## src/rtl/tsb_pkg.sv

```systemverilog
// ---------------------------------------------------------------------------
// tsb_pkg
// shared types, codes and helpers of the timer slot bank
// ---------------------------------------------------------------------------
package tsb_pkg;

   localparam int SLOTS     = 16;
   localparam int OUT_LIMIT = 16;

   localparam int MODE_W   = 3;
   localparam int SLOT_W   = 4;
   localparam int TIME_W   = 32;
   localparam int OPT_W    = 2;
   localparam int TAG_W    = 16;
   localparam int KIND_W   = 2;
   localparam int STATUS_W = 3;

   localparam int IDX_W = (SLOTS > 1) ? $clog2(SLOTS) : 1;
   localparam int CMP_W = (IDX_W > SLOT_W) ? IDX_W : SLOT_W;
   localparam int CNT_W = $clog2(OUT_LIMIT + 1);

   // request modes
   localparam logic [MODE_W-1:0] MODE_TICK   = 3'd0;
   localparam logic [MODE_W-1:0] MODE_CREATE = 3'd1;
   localparam logic [MODE_W-1:0] MODE_DELETE = 3'd2;
   localparam logic [MODE_W-1:0] MODE_START  = 3'd3;
   localparam logic [MODE_W-1:0] MODE_STOP   = 3'd4;

   // create options
   localparam logic [OPT_W-1:0] OPT_PERIODIC = 2'd0;
   localparam logic [OPT_W-1:0] OPT_ONE_SHOT = 2'd1;

   // stop options
   localparam logic [OPT_W-1:0] STOP_SILENT     = 2'd0;
   localparam logic [OPT_W-1:0] STOP_STORED_TAG = 2'd1;
   localparam logic [OPT_W-1:0] STOP_GIVEN_TAG  = 2'd2;
   localparam logic [OPT_W-1:0] STOP_INVALID    = 2'd3;

   // result kinds
   localparam logic [KIND_W-1:0] KIND_STATUS = 2'd0;
   localparam logic [KIND_W-1:0] KIND_FIRE   = 2'd1;
   localparam logic [KIND_W-1:0] KIND_STOP   = 2'd2;

   // status codes
   localparam logic [STATUS_W-1:0] STAT_OK          = 3'd0;
   localparam logic [STATUS_W-1:0] STAT_BAD_OPTION  = 3'd1;
   localparam logic [STATUS_W-1:0] STAT_BAD_PERIOD  = 3'd2;
   localparam logic [STATUS_W-1:0] STAT_BAD_DELAY   = 3'd3;
   localparam logic [STATUS_W-1:0] STAT_NONE_FREE   = 3'd4;
   localparam logic [STATUS_W-1:0] STAT_INACTIVE    = 3'd5;
   localparam logic [STATUS_W-1:0] STAT_NOT_STARTED = 3'd6;

   typedef enum logic [1:0] {
      SLOT_UNUSED  = 2'd0,
      SLOT_USED    = 2'd1,
      SLOT_RUNNING = 2'd2,
      SLOT_STOPPED = 2'd3
   } slot_state_type;

   // request broadcast to every cell
   typedef struct packed {
      logic [MODE_W-1:0] mode;
      logic [SLOT_W-1:0] slot;
      logic [TIME_W-1:0] delay;
      logic [TIME_W-1:0] period;
      logic              periodic;
      logic              notify;
      logic [TAG_W-1:0]  tag;
      logic              create_ok;
      logic [TIME_W-1:0] time_now;
   } tsb_cmd_type;

   // report of the cell holding the token, zero elsewhere
   typedef struct packed {
      logic             sel;
      logic             fire;
      logic             claim;
      slot_state_type   state;
      logic             notify;
      logic [TAG_W-1:0] tag;
   } tsb_rpt_type;

   function automatic logic [SLOT_W-1:0] idx_to_slot(input logic [IDX_W-1:0] idx);
      logic [CMP_W-1:0] wide;
      wide = CMP_W'(idx);
      return wide[SLOT_W-1:0];
   endfunction

endpackage

```

## src/rtl/tsb_cell.sv

```systemverilog
// ---------------------------------------------------------------------------
// tsb_cell
// one timer slot of the chain: holds its slot state and acts on the token
// ---------------------------------------------------------------------------
module tsb_cell (
   input  logic                            clock,
   input  logic                            reset,
   input  logic [tsb_pkg::IDX_W-1:0]       cell_index,
   input  logic                            shift,
   input  logic                            advance,
   input  logic                            token_in,
   output logic                            token_out,
   input  logic                            got_in,
   output logic                            got_out,
   input  tsb_pkg::tsb_cmd_type            cmd,
   output tsb_pkg::tsb_rpt_type            rpt
);

   logic                           token_ff;
   logic                           got_ff;
   tsb_pkg::slot_state_type        state_ff, state_in;
   logic [tsb_pkg::TIME_W-1:0]     match_ff, match_in;
   logic [tsb_pkg::TIME_W-1:0]     period_ff, period_in;
   logic [tsb_pkg::TIME_W-1:0]     delay_ff, delay_in;
   logic                           periodic_ff, periodic_in;
   logic                           notify_ff, notify_in;
   logic [tsb_pkg::TAG_W-1:0]      tag_ff, tag_in;

   logic acting;
   logic addressed;
   logic claim;
   logic fire;

   assign acting    = token_ff && advance;
   assign addressed = (tsb_pkg::CMP_W'(cell_index) == tsb_pkg::CMP_W'(cmd.slot));

   always_comb begin
      state_in    = state_ff;
      match_in    = match_ff;
      period_in   = period_ff;
      delay_in    = delay_ff;
      periodic_in = periodic_ff;
      notify_in   = notify_ff;
      tag_in      = tag_ff;
      claim       = 1'b0;
      fire        = 1'b0;
      if (acting) begin
         case (cmd.mode)
            tsb_pkg::MODE_TICK: begin
               if (state_ff == tsb_pkg::SLOT_RUNNING && match_ff == cmd.time_now) begin
                  fire = 1'b1;
                  if (periodic_ff) begin
                     match_in = cmd.time_now + period_ff;
                  end else begin
                     state_in = tsb_pkg::SLOT_STOPPED;
                  end
               end
            end
            tsb_pkg::MODE_CREATE: begin
               if (cmd.create_ok && !got_ff && state_ff == tsb_pkg::SLOT_UNUSED) begin
                  claim       = 1'b1;
                  state_in    = tsb_pkg::SLOT_USED;
                  period_in   = cmd.period;
                  delay_in    = cmd.delay;
                  periodic_in = cmd.periodic;
                  notify_in   = cmd.notify;
                  tag_in      = cmd.tag;
               end
            end
            tsb_pkg::MODE_DELETE: begin
               if (addressed && state_ff != tsb_pkg::SLOT_UNUSED) begin
                  state_in = tsb_pkg::SLOT_UNUSED;
               end
            end
            tsb_pkg::MODE_START: begin
               if (addressed && state_ff != tsb_pkg::SLOT_UNUSED) begin
                  match_in = cmd.time_now + (periodic_ff ? period_ff : delay_ff);
                  state_in = tsb_pkg::SLOT_RUNNING;
               end
            end
            tsb_pkg::MODE_STOP: begin
               if (addressed && state_ff == tsb_pkg::SLOT_RUNNING) begin
                  state_in = tsb_pkg::SLOT_STOPPED;
               end
            end
            default: begin
            end
         endcase
      end
   end

   assign token_out = token_ff;
   assign got_out   = got_ff || claim;

   assign rpt.sel    = acting && addressed;
   assign rpt.fire   = fire && notify_ff;
   assign rpt.claim  = claim;
   assign rpt.state  = (acting && addressed) ? state_ff : tsb_pkg::SLOT_UNUSED;
   assign rpt.notify = acting && notify_ff;
   assign rpt.tag    = acting ? tag_ff : '0;

   always_ff @(posedge clock) begin
      if (reset) begin
         token_ff <= 1'b0;
         got_ff   <= 1'b0;
         state_ff <= tsb_pkg::SLOT_UNUSED;
      end else begin
         if (shift) begin
            token_ff <= token_in;
            got_ff   <= got_in;
         end
         state_ff <= state_in;
      end
   end

   // timer payload, undefined until written by create or start
   always_ff @(posedge clock) begin
      match_ff    <= match_in;
      period_ff   <= period_in;
      delay_ff    <= delay_in;
      periodic_ff <= periodic_in;
      notify_ff   <= notify_in;
      tag_ff      <= tag_in;
   end

endmodule

```

## src/rtl/timer_slot_bank_unit.sv

```systemverilog
// ---------------------------------------------------------------------------
// timer_slot_bank_unit
// bank of software timers held in a chain of slot cells
// ---------------------------------------------------------------------------
// a request is loaded, walks the token one step per slot, then finishes; a stop
//    that sends a notification gives it ahead of its status in the finish state
// a new request is taken only once the last one is done; an unknown mode
//    skips the slot walk
// a stalled result channel pauses the token walk
// reset: synchronous; time count zero, all slots unused, no clearing pass
// ---------------------------------------------------------------------------
module timer_slot_bank_unit (
   input  logic                            clock,
   input  logic                            reset,
   // request channel
   input  logic                            req_valid,
   output logic                            req_stall,
   input  logic [tsb_pkg::MODE_W-1:0]      req_mode,
   input  logic [tsb_pkg::SLOT_W-1:0]      req_slot,
   input  logic [tsb_pkg::TIME_W-1:0]      req_delay,
   input  logic [tsb_pkg::TIME_W-1:0]      req_period,
   input  logic [tsb_pkg::OPT_W-1:0]       req_option,
   input  logic                            req_notify_enable,
   input  logic [tsb_pkg::TAG_W-1:0]       req_tag,
   // result channel
   output logic                            rsp_valid,
   input  logic                            rsp_stall,
   output logic [tsb_pkg::KIND_W-1:0]      rsp_event_kind,
   output logic [tsb_pkg::SLOT_W-1:0]      rsp_slot_out,
   output logic [tsb_pkg::TAG_W-1:0]       rsp_tag_out,
   output logic [tsb_pkg::STATUS_W-1:0]    rsp_status,
   output logic                            rsp_last
);

   typedef enum logic [1:0] {
      CTL_IDLE,
      CTL_SCAN,
      CTL_FINISH
   } ctl_state_type;

   localparam logic [tsb_pkg::IDX_W-1:0] LAST_IDX = tsb_pkg::IDX_W'(tsb_pkg::SLOTS - 1);
   localparam logic [tsb_pkg::CNT_W-1:0] EV_LIMIT = tsb_pkg::CNT_W'(tsb_pkg::OUT_LIMIT);

   ctl_state_type ctl_state_ff, ctl_state_in;

   // latched request
   logic [tsb_pkg::MODE_W-1:0]   mode_ff, mode_in;
   logic [tsb_pkg::SLOT_W-1:0]   slot_ff, slot_in;
   logic [tsb_pkg::TIME_W-1:0]   delay_ff, delay_in;
   logic [tsb_pkg::TIME_W-1:0]   period_ff, period_in;
   logic [tsb_pkg::OPT_W-1:0]    option_ff, option_in;
   logic                         notify_ff, notify_in;
   logic [tsb_pkg::TAG_W-1:0]    tag_ff, tag_in;

   logic [tsb_pkg::TIME_W-1:0]   time_ff, time_in;
   logic [tsb_pkg::IDX_W-1:0]    scan_idx_ff, scan_idx_in;
   logic [tsb_pkg::CNT_W-1:0]    ev_count_ff, ev_count_in;

   // one event held back so that the final one can carry last
   logic                         pend_valid_ff, pend_valid_in;
   logic [tsb_pkg::KIND_W-1:0]   pend_kind_ff, pend_kind_in;
   logic [tsb_pkg::SLOT_W-1:0]   pend_slot_ff, pend_slot_in;
   logic [tsb_pkg::TAG_W-1:0]    pend_tag_ff, pend_tag_in;

   logic                         found_ff, found_in;
   logic [tsb_pkg::IDX_W-1:0]    found_idx_ff, found_idx_in;
   tsb_pkg::slot_state_type      addr_state_ff, addr_state_in;

   // output register
   logic                         rsp_valid_ff, rsp_valid_in;
   logic [tsb_pkg::KIND_W-1:0]   rsp_kind_ff, rsp_kind_in;
   logic [tsb_pkg::SLOT_W-1:0]   rsp_slot_ff, rsp_slot_in;
   logic [tsb_pkg::TAG_W-1:0]    rsp_tag_ff, rsp_tag_in;
   logic [tsb_pkg::STATUS_W-1:0] rsp_status_ff, rsp_status_in;
   logic                         rsp_last_ff, rsp_last_in;

   logic                         out_free;
   logic                         advance;
   logic                         shift;
   logic                         inject;
   logic                         req_known;
   logic [tsb_pkg::STATUS_W-1:0] create_status;
   logic [tsb_pkg::STATUS_W-1:0] cmd_status;
   logic [tsb_pkg::SLOT_W-1:0]   cmd_slot;

   tsb_pkg::tsb_cmd_type         cmd;
   tsb_pkg::tsb_rpt_type         cell_rpt [tsb_pkg::SLOTS];
   tsb_pkg::tsb_rpt_type         rpt_all;
   logic [tsb_pkg::SLOTS-1:0]    token_vec;
   logic [tsb_pkg::SLOTS-1:0]    claim_vec;
   logic [tsb_pkg::SLOTS:0]      token_chain;
   logic [tsb_pkg::SLOTS:0]      got_chain;

   // the output register frees up when it is empty or being taken
   assign out_free  = !rsp_valid_ff || !rsp_stall;
   assign req_stall = (ctl_state_ff != CTL_IDLE);
   assign req_known = (req_mode inside {[tsb_pkg::MODE_TICK:tsb_pkg::MODE_STOP]});

   // a token step may push one held-back event, so it needs the output free
   assign advance = (ctl_state_ff == CTL_SCAN) && out_free;
   assign inject  = req_valid && !req_stall && req_known;
   assign shift   = advance || inject;

   // create checks, ahead of the slot search
   always_comb begin
      if (option_ff > tsb_pkg::OPT_ONE_SHOT) begin
         create_status = tsb_pkg::STAT_BAD_OPTION;
      end else if (option_ff == tsb_pkg::OPT_PERIODIC && period_ff == '0) begin
         create_status = tsb_pkg::STAT_BAD_PERIOD;
      end else if (option_ff == tsb_pkg::OPT_ONE_SHOT && delay_ff == '0) begin
         create_status = tsb_pkg::STAT_BAD_DELAY;
      end else begin
         create_status = tsb_pkg::STAT_OK;
      end
   end

   assign cmd.mode      = mode_ff;
   assign cmd.slot      = slot_ff;
   assign cmd.delay     = delay_ff;
   assign cmd.period    = period_ff;
   assign cmd.periodic  = (option_ff == tsb_pkg::OPT_PERIODIC);
   assign cmd.notify    = notify_ff;
   assign cmd.tag       = tag_ff;
   assign cmd.create_ok = (create_status == tsb_pkg::STAT_OK);
   assign cmd.time_now  = time_ff;

   // chain of slot cells: token and taken-flag walk from slot 0 upwards
   assign token_chain[0] = inject;
   assign got_chain[0]   = 1'b0;

   for (genvar g = 0; g < tsb_pkg::SLOTS; g++) begin : g_cell
      tsb_cell u_cell (
         .clock      (clock),
         .reset      (reset),
         .cell_index (tsb_pkg::IDX_W'(g)),
         .shift      (shift),
         .advance    (advance),
         .token_in   (token_chain[g]),
         .token_out  (token_chain[g+1]),
         .got_in     (got_chain[g]),
         .got_out    (got_chain[g+1]),
         .cmd        (cmd),
         .rpt        (cell_rpt[g])
      );
      assign token_vec[g] = token_chain[g+1];
      assign claim_vec[g] = cell_rpt[g].claim;
   end

   // only the token holder reports, so an or over the row picks it out
   always_comb begin
      rpt_all = '0;
      for (int i = 0; i < tsb_pkg::SLOTS; i++) begin
         rpt_all = tsb_pkg::tsb_rpt_type'(rpt_all | cell_rpt[i]);
      end
   end

   // closing status of the request
   always_comb begin
      cmd_slot = slot_ff;
      case (mode_ff)
         tsb_pkg::MODE_CREATE: begin
            if (create_status != tsb_pkg::STAT_OK) begin
               cmd_status = create_status;
               cmd_slot   = '0;
            end else if (!found_ff) begin
               cmd_status = tsb_pkg::STAT_NONE_FREE;
               cmd_slot   = '0;
            end else begin
               cmd_status = tsb_pkg::STAT_OK;
               cmd_slot   = tsb_pkg::idx_to_slot(found_idx_ff);
            end
         end
         tsb_pkg::MODE_DELETE, tsb_pkg::MODE_START: begin
            cmd_status = (addr_state_ff == tsb_pkg::SLOT_UNUSED) ?
                         tsb_pkg::STAT_INACTIVE : tsb_pkg::STAT_OK;
         end
         tsb_pkg::MODE_STOP: begin
            if (addr_state_ff != tsb_pkg::SLOT_RUNNING) begin
               cmd_status = tsb_pkg::STAT_NOT_STARTED;
            end else if (option_ff == tsb_pkg::STOP_INVALID) begin
               cmd_status = tsb_pkg::STAT_BAD_OPTION;
            end else begin
               cmd_status = tsb_pkg::STAT_OK;
            end
         end
         default: begin
            // unknown mode
            cmd_status = tsb_pkg::STAT_BAD_OPTION;
            cmd_slot   = '0;
         end
      endcase
   end

   // sequencer
   always_comb begin
      ctl_state_in  = ctl_state_ff;
      mode_in       = mode_ff;
      slot_in       = slot_ff;
      delay_in      = delay_ff;
      period_in     = period_ff;
      option_in     = option_ff;
      notify_in     = notify_ff;
      tag_in        = tag_ff;
      time_in       = time_ff;
      scan_idx_in   = scan_idx_ff;
      ev_count_in   = ev_count_ff;
      pend_valid_in = pend_valid_ff;
      pend_kind_in  = pend_kind_ff;
      pend_slot_in  = pend_slot_ff;
      pend_tag_in   = pend_tag_ff;
      found_in      = found_ff;
      found_idx_in  = found_idx_ff;
      addr_state_in = addr_state_ff;
      rsp_valid_in  = rsp_valid_ff && rsp_stall;
      rsp_kind_in   = rsp_kind_ff;
      rsp_slot_in   = rsp_slot_ff;
      rsp_tag_in    = rsp_tag_ff;
      rsp_status_in = rsp_status_ff;
      rsp_last_in   = rsp_last_ff;

      case (ctl_state_ff)
         CTL_IDLE: begin
            if (req_valid) begin
               mode_in       = req_mode;
               slot_in       = req_slot;
               delay_in      = req_delay;
               period_in     = req_period;
               option_in     = req_option;
               notify_in     = req_notify_enable;
               tag_in        = req_tag;
               scan_idx_in   = '0;
               ev_count_in   = '0;
               pend_valid_in = 1'b0;
               found_in      = 1'b0;
               addr_state_in = tsb_pkg::SLOT_UNUSED;
               if (req_mode == tsb_pkg::MODE_TICK) begin
                  time_in = time_ff + 1'b1;
               end
               ctl_state_in = req_known ? CTL_SCAN : CTL_FINISH;
            end
         end
         CTL_SCAN: begin
            if (advance) begin
               scan_idx_in = scan_idx_ff + 1'b1;
               if (rpt_all.sel) begin
                  addr_state_in = rpt_all.state;
               end
               if (rpt_all.claim) begin
                  found_in     = 1'b1;
                  found_idx_in = scan_idx_ff;
               end
               // fire event; past the limit the slot still updates, event dropped
               if (rpt_all.fire && ev_count_ff < EV_LIMIT) begin
                  if (pend_valid_ff) begin
                     rsp_valid_in  = 1'b1;
                     rsp_kind_in   = pend_kind_ff;
                     rsp_slot_in   = pend_slot_ff;
                     rsp_tag_in    = pend_tag_ff;
                     rsp_status_in = tsb_pkg::STAT_OK;
                     rsp_last_in   = 1'b0;
                  end
                  pend_valid_in = 1'b1;
                  pend_kind_in  = tsb_pkg::KIND_FIRE;
                  pend_slot_in  = tsb_pkg::idx_to_slot(scan_idx_ff);
                  pend_tag_in   = rpt_all.tag;
                  ev_count_in   = ev_count_ff + 1'b1;
               end
               // stop notification goes ahead of the status
               if (mode_ff == tsb_pkg::MODE_STOP && rpt_all.sel &&
                   rpt_all.state == tsb_pkg::SLOT_RUNNING && rpt_all.notify &&
                   (option_ff == tsb_pkg::STOP_STORED_TAG ||
                    option_ff == tsb_pkg::STOP_GIVEN_TAG)) begin
                  pend_valid_in = 1'b1;
                  pend_kind_in  = tsb_pkg::KIND_STOP;
                  pend_slot_in  = slot_ff;
                  pend_tag_in   = (option_ff == tsb_pkg::STOP_STORED_TAG) ?
                                  rpt_all.tag : tag_ff;
               end
               if (scan_idx_ff == LAST_IDX) begin
                  ctl_state_in = CTL_FINISH;
               end
            end
         end
         CTL_FINISH: begin
            if (out_free) begin
               if (pend_valid_ff) begin
                  rsp_valid_in  = 1'b1;
                  rsp_kind_in   = pend_kind_ff;
                  rsp_slot_in   = pend_slot_ff;
                  rsp_tag_in    = pend_tag_ff;
                  rsp_status_in = tsb_pkg::STAT_OK;
                  rsp_last_in   = (mode_ff == tsb_pkg::MODE_TICK);
                  pend_valid_in = 1'b0;
                  if (mode_ff == tsb_pkg::MODE_TICK) begin
                     ctl_state_in = CTL_IDLE;
                  end
               end else if (mode_ff == tsb_pkg::MODE_TICK) begin
                  // tick with no event gives no result
                  ctl_state_in = CTL_IDLE;
               end else begin
                  rsp_valid_in  = 1'b1;
                  rsp_kind_in   = tsb_pkg::KIND_STATUS;
                  rsp_slot_in   = cmd_slot;
                  rsp_tag_in    = '0;
                  rsp_status_in = cmd_status;
                  rsp_last_in   = 1'b1;
                  ctl_state_in  = CTL_IDLE;
               end
            end
         end
         default: begin
            ctl_state_in = CTL_IDLE;
         end
      endcase
   end

   always_ff @(posedge clock) begin
      if (reset) begin
         ctl_state_ff  <= CTL_IDLE;
         time_ff       <= '0;
         pend_valid_ff <= 1'b0;
         rsp_valid_ff  <= 1'b0;
         found_ff      <= 1'b0;
         ev_count_ff   <= '0;
         scan_idx_ff   <= '0;
      end else begin
         ctl_state_ff  <= ctl_state_in;
         time_ff       <= time_in;
         pend_valid_ff <= pend_valid_in;
         rsp_valid_ff  <= rsp_valid_in;
         found_ff      <= found_in;
         ev_count_ff   <= ev_count_in;
         scan_idx_ff   <= scan_idx_in;
         mode_ff       <= mode_in;
         slot_ff       <= slot_in;
         delay_ff      <= delay_in;
         period_ff     <= period_in;
         option_ff     <= option_in;
         notify_ff     <= notify_in;
         tag_ff        <= tag_in;
         pend_kind_ff  <= pend_kind_in;
         pend_slot_ff  <= pend_slot_in;
         pend_tag_ff   <= pend_tag_in;
         found_idx_ff  <= found_idx_in;
         addr_state_ff <= addr_state_in;
         rsp_kind_ff   <= rsp_kind_in;
         rsp_slot_ff   <= rsp_slot_in;
         rsp_tag_ff    <= rsp_tag_in;
         rsp_status_ff <= rsp_status_in;
         rsp_last_ff   <= rsp_last_in;
      end
   end

   assign rsp_valid      = rsp_valid_ff;
   assign rsp_event_kind = rsp_kind_ff;
   assign rsp_slot_out   = rsp_slot_ff;
   assign rsp_tag_out    = rsp_tag_ff;
   assign rsp_status     = rsp_status_ff;
   assign rsp_last       = rsp_last_ff;

   // at most one cell holds the token
   a_token_single: assert property (@(posedge clock) disable iff (reset)
      $onehot0(token_vec))
      else $error("more than one cell holds the token");

   // the token is only in the chain while scanning
   a_token_scan: assert property (@(posedge clock) disable iff (reset)
      (ctl_state_ff != CTL_SCAN) |-> (token_vec == '0))
      else $error("token left in chain outside a scan");

   // a create claims at most one slot per step and only once per request
   a_claim_once: assert property (@(posedge clock) disable iff (reset)
      $onehot0(claim_vec) && !(found_ff && (claim_vec != '0)))
      else $error("slot claimed twice");

   // reported events never pass the limit
   a_event_limit: assert property (@(posedge clock) disable iff (reset)
      ev_count_ff <= EV_LIMIT)
      else $error("event count beyond limit");

   // a result is loaded only when the output register is free
   a_no_overwrite: assert property (@(posedge clock) disable iff (reset)
      (rsp_valid_ff && rsp_stall) |=> (rsp_valid_ff && $stable(rsp_kind_ff) &&
                                      $stable(rsp_slot_ff) && $stable(rsp_status_ff)))
      else $error("held result overwritten");

endmodule
```

## config.mk

```make
export PLATFORM = sky130hd
export DESIGN_NAME = timer_slot_bank_unit
export DESIGN_NICKNAME = d
export VERILOG_FILES = /design/src/rtl/tsb_pkg.sv /design/src/rtl/tsb_cell.sv /design/src/rtl/timer_slot_bank_unit.sv
export SDC_FILE = /design/constraint.sdc
export NUM_CORES = 2
export LEC_CHECK = 0
export BUFFER_PORTS_ARGS = -buffer_cell sky130_fd_sc_hd__buf_4
export CORE_MARGIN = 5
export CORE_UTILIZATION = 58
export CTS_CLUSTER_SIZE = 24
export DETAILED_ROUTE_END_ITERATION = 6
export PLACE_DENSITY = 0.83
export SLEW_MARGIN = 25
export SYNTH_ARGS = -nofsm -noshare
export SYNTH_HDL_FRONTEND = slang
export SYNTH_SLANG_ARGS = --single-unit
export TNS_END_PERCENT = 1
```

## constraint.sdc

```tcl
create_clock -name clock -period 5.98 [get_ports clock]
set_input_delay 0.299 -clock clock [delete_from_list [all_inputs] [get_ports clock]]
set_output_delay 0.299 -clock clock [all_outputs]
set_load 0.05 [all_outputs]
```

==> flow_summary.yaml <==
run_status:
  status: "complete, no violations"
timing:
  fmax_mhz: 169.0
  layout_setup_ws_ns: 0.06129
  tightest_slew_ns: 1.209
  post-route-min-period_ns: 5.919
  finalCritPeriodShare_pct: 98.98
  rsz0062_at_grt: "no"
  relSlewSlack_pct: 19.37
  timing.final.max_slew_violations: 0
  fin_skew_ns: 0.03194
  setup-violations-final: 0
  fin_tns_setup_ns: 0
  final_hold_viol_count: 0
synthesis:
  synth-seq-cells: 2077
  async_flop_share_pct: 0
  synth_top_flop_cell: "edfxtp_1"
  synth_top_family_by_area: "compound AO/OA/AOI/OAI gates"
  synth-simple-area-share_pct: 9.400
  syn_area_per_cell_um2: 13.05
  syn_nets: 8578
  synth_edf_count: 1968
  yosysUniqueCellTypes: 103
  synthXorXnorAreaFrac_pct: 8.275
  yosysWarnings: 0
  netlist_instances: 7962
  synth_fa_ha_area_share_pct: 6.400
  yosysSeqAreaShare_pct: 58.96
  netlist_area_um2: 103900
  synth_compound_area_share_pct: 9.934
  synth_mux_area_share_pct: 5.750
routing:
  route.detailed.drc: 0
  ant_nets: 0
  avgViaCountPerCell: 6.816
  routed-via-count: 75638
  dr.pass1.iters: 6
  post_drt_wl_per_cell_um: 33.78
  wirelength_um: 374900
  drt_iter0_markers: 11663
clock_network:
  cts.clk_slew.worst_paths_ns: 0.06
  cts_buffers: 213
  clock_sinks: 2077
  h-tree-depth: 4
  cts.root.buffer_cell: "clkbuf_16"
  cts.path.max_buffers: 3
  clk_latency_ns: 0.88
  cts_tree: "yes"
floorplan:
  core_um2: 178400
  initial_utilization_pct: 58.25
  io_pins: 122
  fp.dieW_um: 433.3
  dieHeight_um: 433.3
  die-area_um2: 187800
  rows: 155
job:
  cap_violations: 0
power_and_ir_drop:
  p_leak_nw: 42.84
  finalPower_w: 0.03074
  ir_worst_vdd_mv: 0.2625
  powerDensity_nw_per_um2: 260.2
setup_path:
  critPathArrivalTime_ns: 6.49
  crit_path_max_fanout: 38
  crit_path_start_kind: "register"
  cp-end-kind: "register"
  critPathRequiredTime_ns: 6.55
  worst-setup-path-type: "reg2reg"
grt:
  grt_pass1_vias: 71825
  grt-busiest-layer: "met2"
  grt_overflow: 0
  use_met3_pct: 10.99
  grt_max_degree: 84
  antenna_found_initial: 54
  grt_pass1_wl_um: 519200
  use_met1_pct: 50.21
  track_usage_pct: 39.30
  met2_usage_pct: 58.71
place:
  numPortBuffers: 121
  gp_congestion: 1.068
  post-place-ws_ns: -0.07579
  placed_cells: 10530
  hpwlAfterDp_um: 256200
layout:
  fin_cells: 11097
  nets: 9100
  area_delta_synth_final_pct: 13.64
  nFillCells: 12710
  drive_above_1_share_pct: 16.20
worst_hold_path:
  worstHoldPathType: "in2reg"
-- cell families (layout without fill, tap and decap cells) --
kind of cell | count (synthesis) | in the layout
AND/OR/NAND/NOR | 1938 | 1938
flip-flops | 2077 | 2077
AO/OA/AOI/OAI | 1580 | 1580
adder cells (fa/ha/maj) | 522 | 522
buffers and inverters | 328 | 1034
multiplexers | 535 | 535
other | 0 | 74
XOR/XNOR | 982 | 982
-- registers in the layout, indices dropped and copies added, names as in the netlist, 4 cells and up --
signal and flops:
g_cell.u_cell.state_ff 32, g_cell.u_cell.match_ff 512, g_cell.u_cell.periodic_ff 16, pend_tag_ff 16
g_cell.u_cell.token_out 16, scan_idx_ff 4, g_cell.u_cell.period_ff 512, period_ff 32
pend_slot_ff 4, rsp_slot_out 4, ev_count_ff 5, tag_ff 16
slot_ff 4, delay_ff 32, found_idx_ff 4, g_cell.u_cell.notify_ff 16
g_cell.u_cell.got_ff 15, g_cell.u_cell.tag_ff 256, rsp_tag_out 16, g_cell.u_cell.delay_ff 512
time_ff 32
-- routing by layer --
metal	wire [µm]	share of wire, %
met1	132100	35
met3	49980	13
met5	71	0.019
met4	29710	7.9
met2	163000	43
-- critical path, stage by stage, from the launching register on --
cell       delay [ns]
edfxtp_1         0.43
inv_1            0.13
ha_1             0.41
nor4b_2          0.25
buf_2            0.27
nand4_1          0.40
nor4_2           0.65
and4_1           0.57
or2_2            0.34
nor3_2           0.06
buf_4            0.24
and3_4           0.38
a2111oi_0        0.82
nand4_1          0.35
nor3b_1          0.30
-- through the flow --
step | utilization (%) | hold slack [ns] | instance area [µm²]
global placement | 61.54 | 0.4502 | 109800
CTS | 66.08 | 0.003771 | 117900
floorplan | - | 0.3979 | 103900
global route | 66.10 | 0.05415 | 117900
detailed placement | 61.60 | 0.4614 | 109900
finish | 66.20 | 0.06090 | 118100
-- layout make-up --
type / count / area (µm²) / area share [%]
Inverter: 119 / 446.7 / 0.3782
Clock buffer: 255 / 5562 / 4.709
Timing Repair Buffer: 516 / 4374 / 3.703
Antenna cell: 74 / 185.2 / 0.1568
Sequential cell: 2077 / 61340 / 51.93
Multi-Input combinational cell: 5557 / 41780 / 35.38
Tap cell: 2355 / 2947 / 2.495
Clock inverter: 144 / 1476 / 1.250
-- cell usage after synthesis (43+ instances only) --
master	instances	area share, %
o21a_1	69	0.50
a31oi_1	49	0.29
inv_1	117	0.42
xnor2_1	643	5.4
o211ai_1	44	0.32
nand2b_1	96	0.58
edfxtp_1	1968	57
mux2_2	496	5.4
buf_2	67	0.32
clkbuf_1	114	0.41
nand2_1	414	1.5
xor2_1	339	2.9
a211oi_1	93	0.67
and2_1	54	0.33
nor2_1	503	1.8
o21bai_1	55	0.40
nand4_1	157	0.95
nor4_1	116	0.70
a21oi_1	485	2.3
a21o_1	181	1.3
nand3_1	138	0.66
and3_1	51	0.31
a221oi_1	43	0.36
nor2b_1	70	0.42
dfxtp_1	109	2.1
a22oi_1	77	0.56
ha_1	506	6.1
nor3_1	159	0.77
o21ai_0	227	1.1
-- placed cells by master, fill, tap and decap left out, drive strengths merged, types with 100 or more instances in the layout --
cell type	n
nor3	159
clkinv	100
o21ai	245
xnor2	643
nand3	138
a21o	181
mux2	496
xor2	339
dfxtp	109
nor2	503
inv	126
clkbuf	255
buf	423
a21oi	487
ha	506
nand2	414
nor4	116
nand4	157
edfxtp	1968
-- report_power, final --
| part | internal [W] | leakage [nW] | switching, W |
|---|---|---|---|
| clock | 0.00772 | 3.42 | 0.00581 |
| sequential | 0.0159 | 18.7 | 0.000118 |
| combinational | 0.000319 | 20.8 | 0.000844 |
| total | 0.0240 | 42.8 | 0.00677 |
-- repair_timing --
action,in CTS,in global routing
buffers inserted,0,0
endpoints found under the setup margin,4,0
gates resized for setup,2,0
hold endpoints to repair,129,0
hold buffers,93,0
-- path summary, 6_finish.rpt --
kind | depth (start not counted) | endpoint | start | slack (ns)
setup / recovery | 14 | found_idx_ff[3] | option_ff[1] | 0.06
hold / removal | 4 | rsp_valid | rsp_stall | 0.06
setup reg to reg | 14 | found_idx_ff[3] | option_ff[1] | 0.06
hold reg to reg | 2 | g_cell[8].u_cell.token_out | g_cell[8].u_cell.token_out | 0.47
Note: power is estimated with default switching activity, not from simulation.
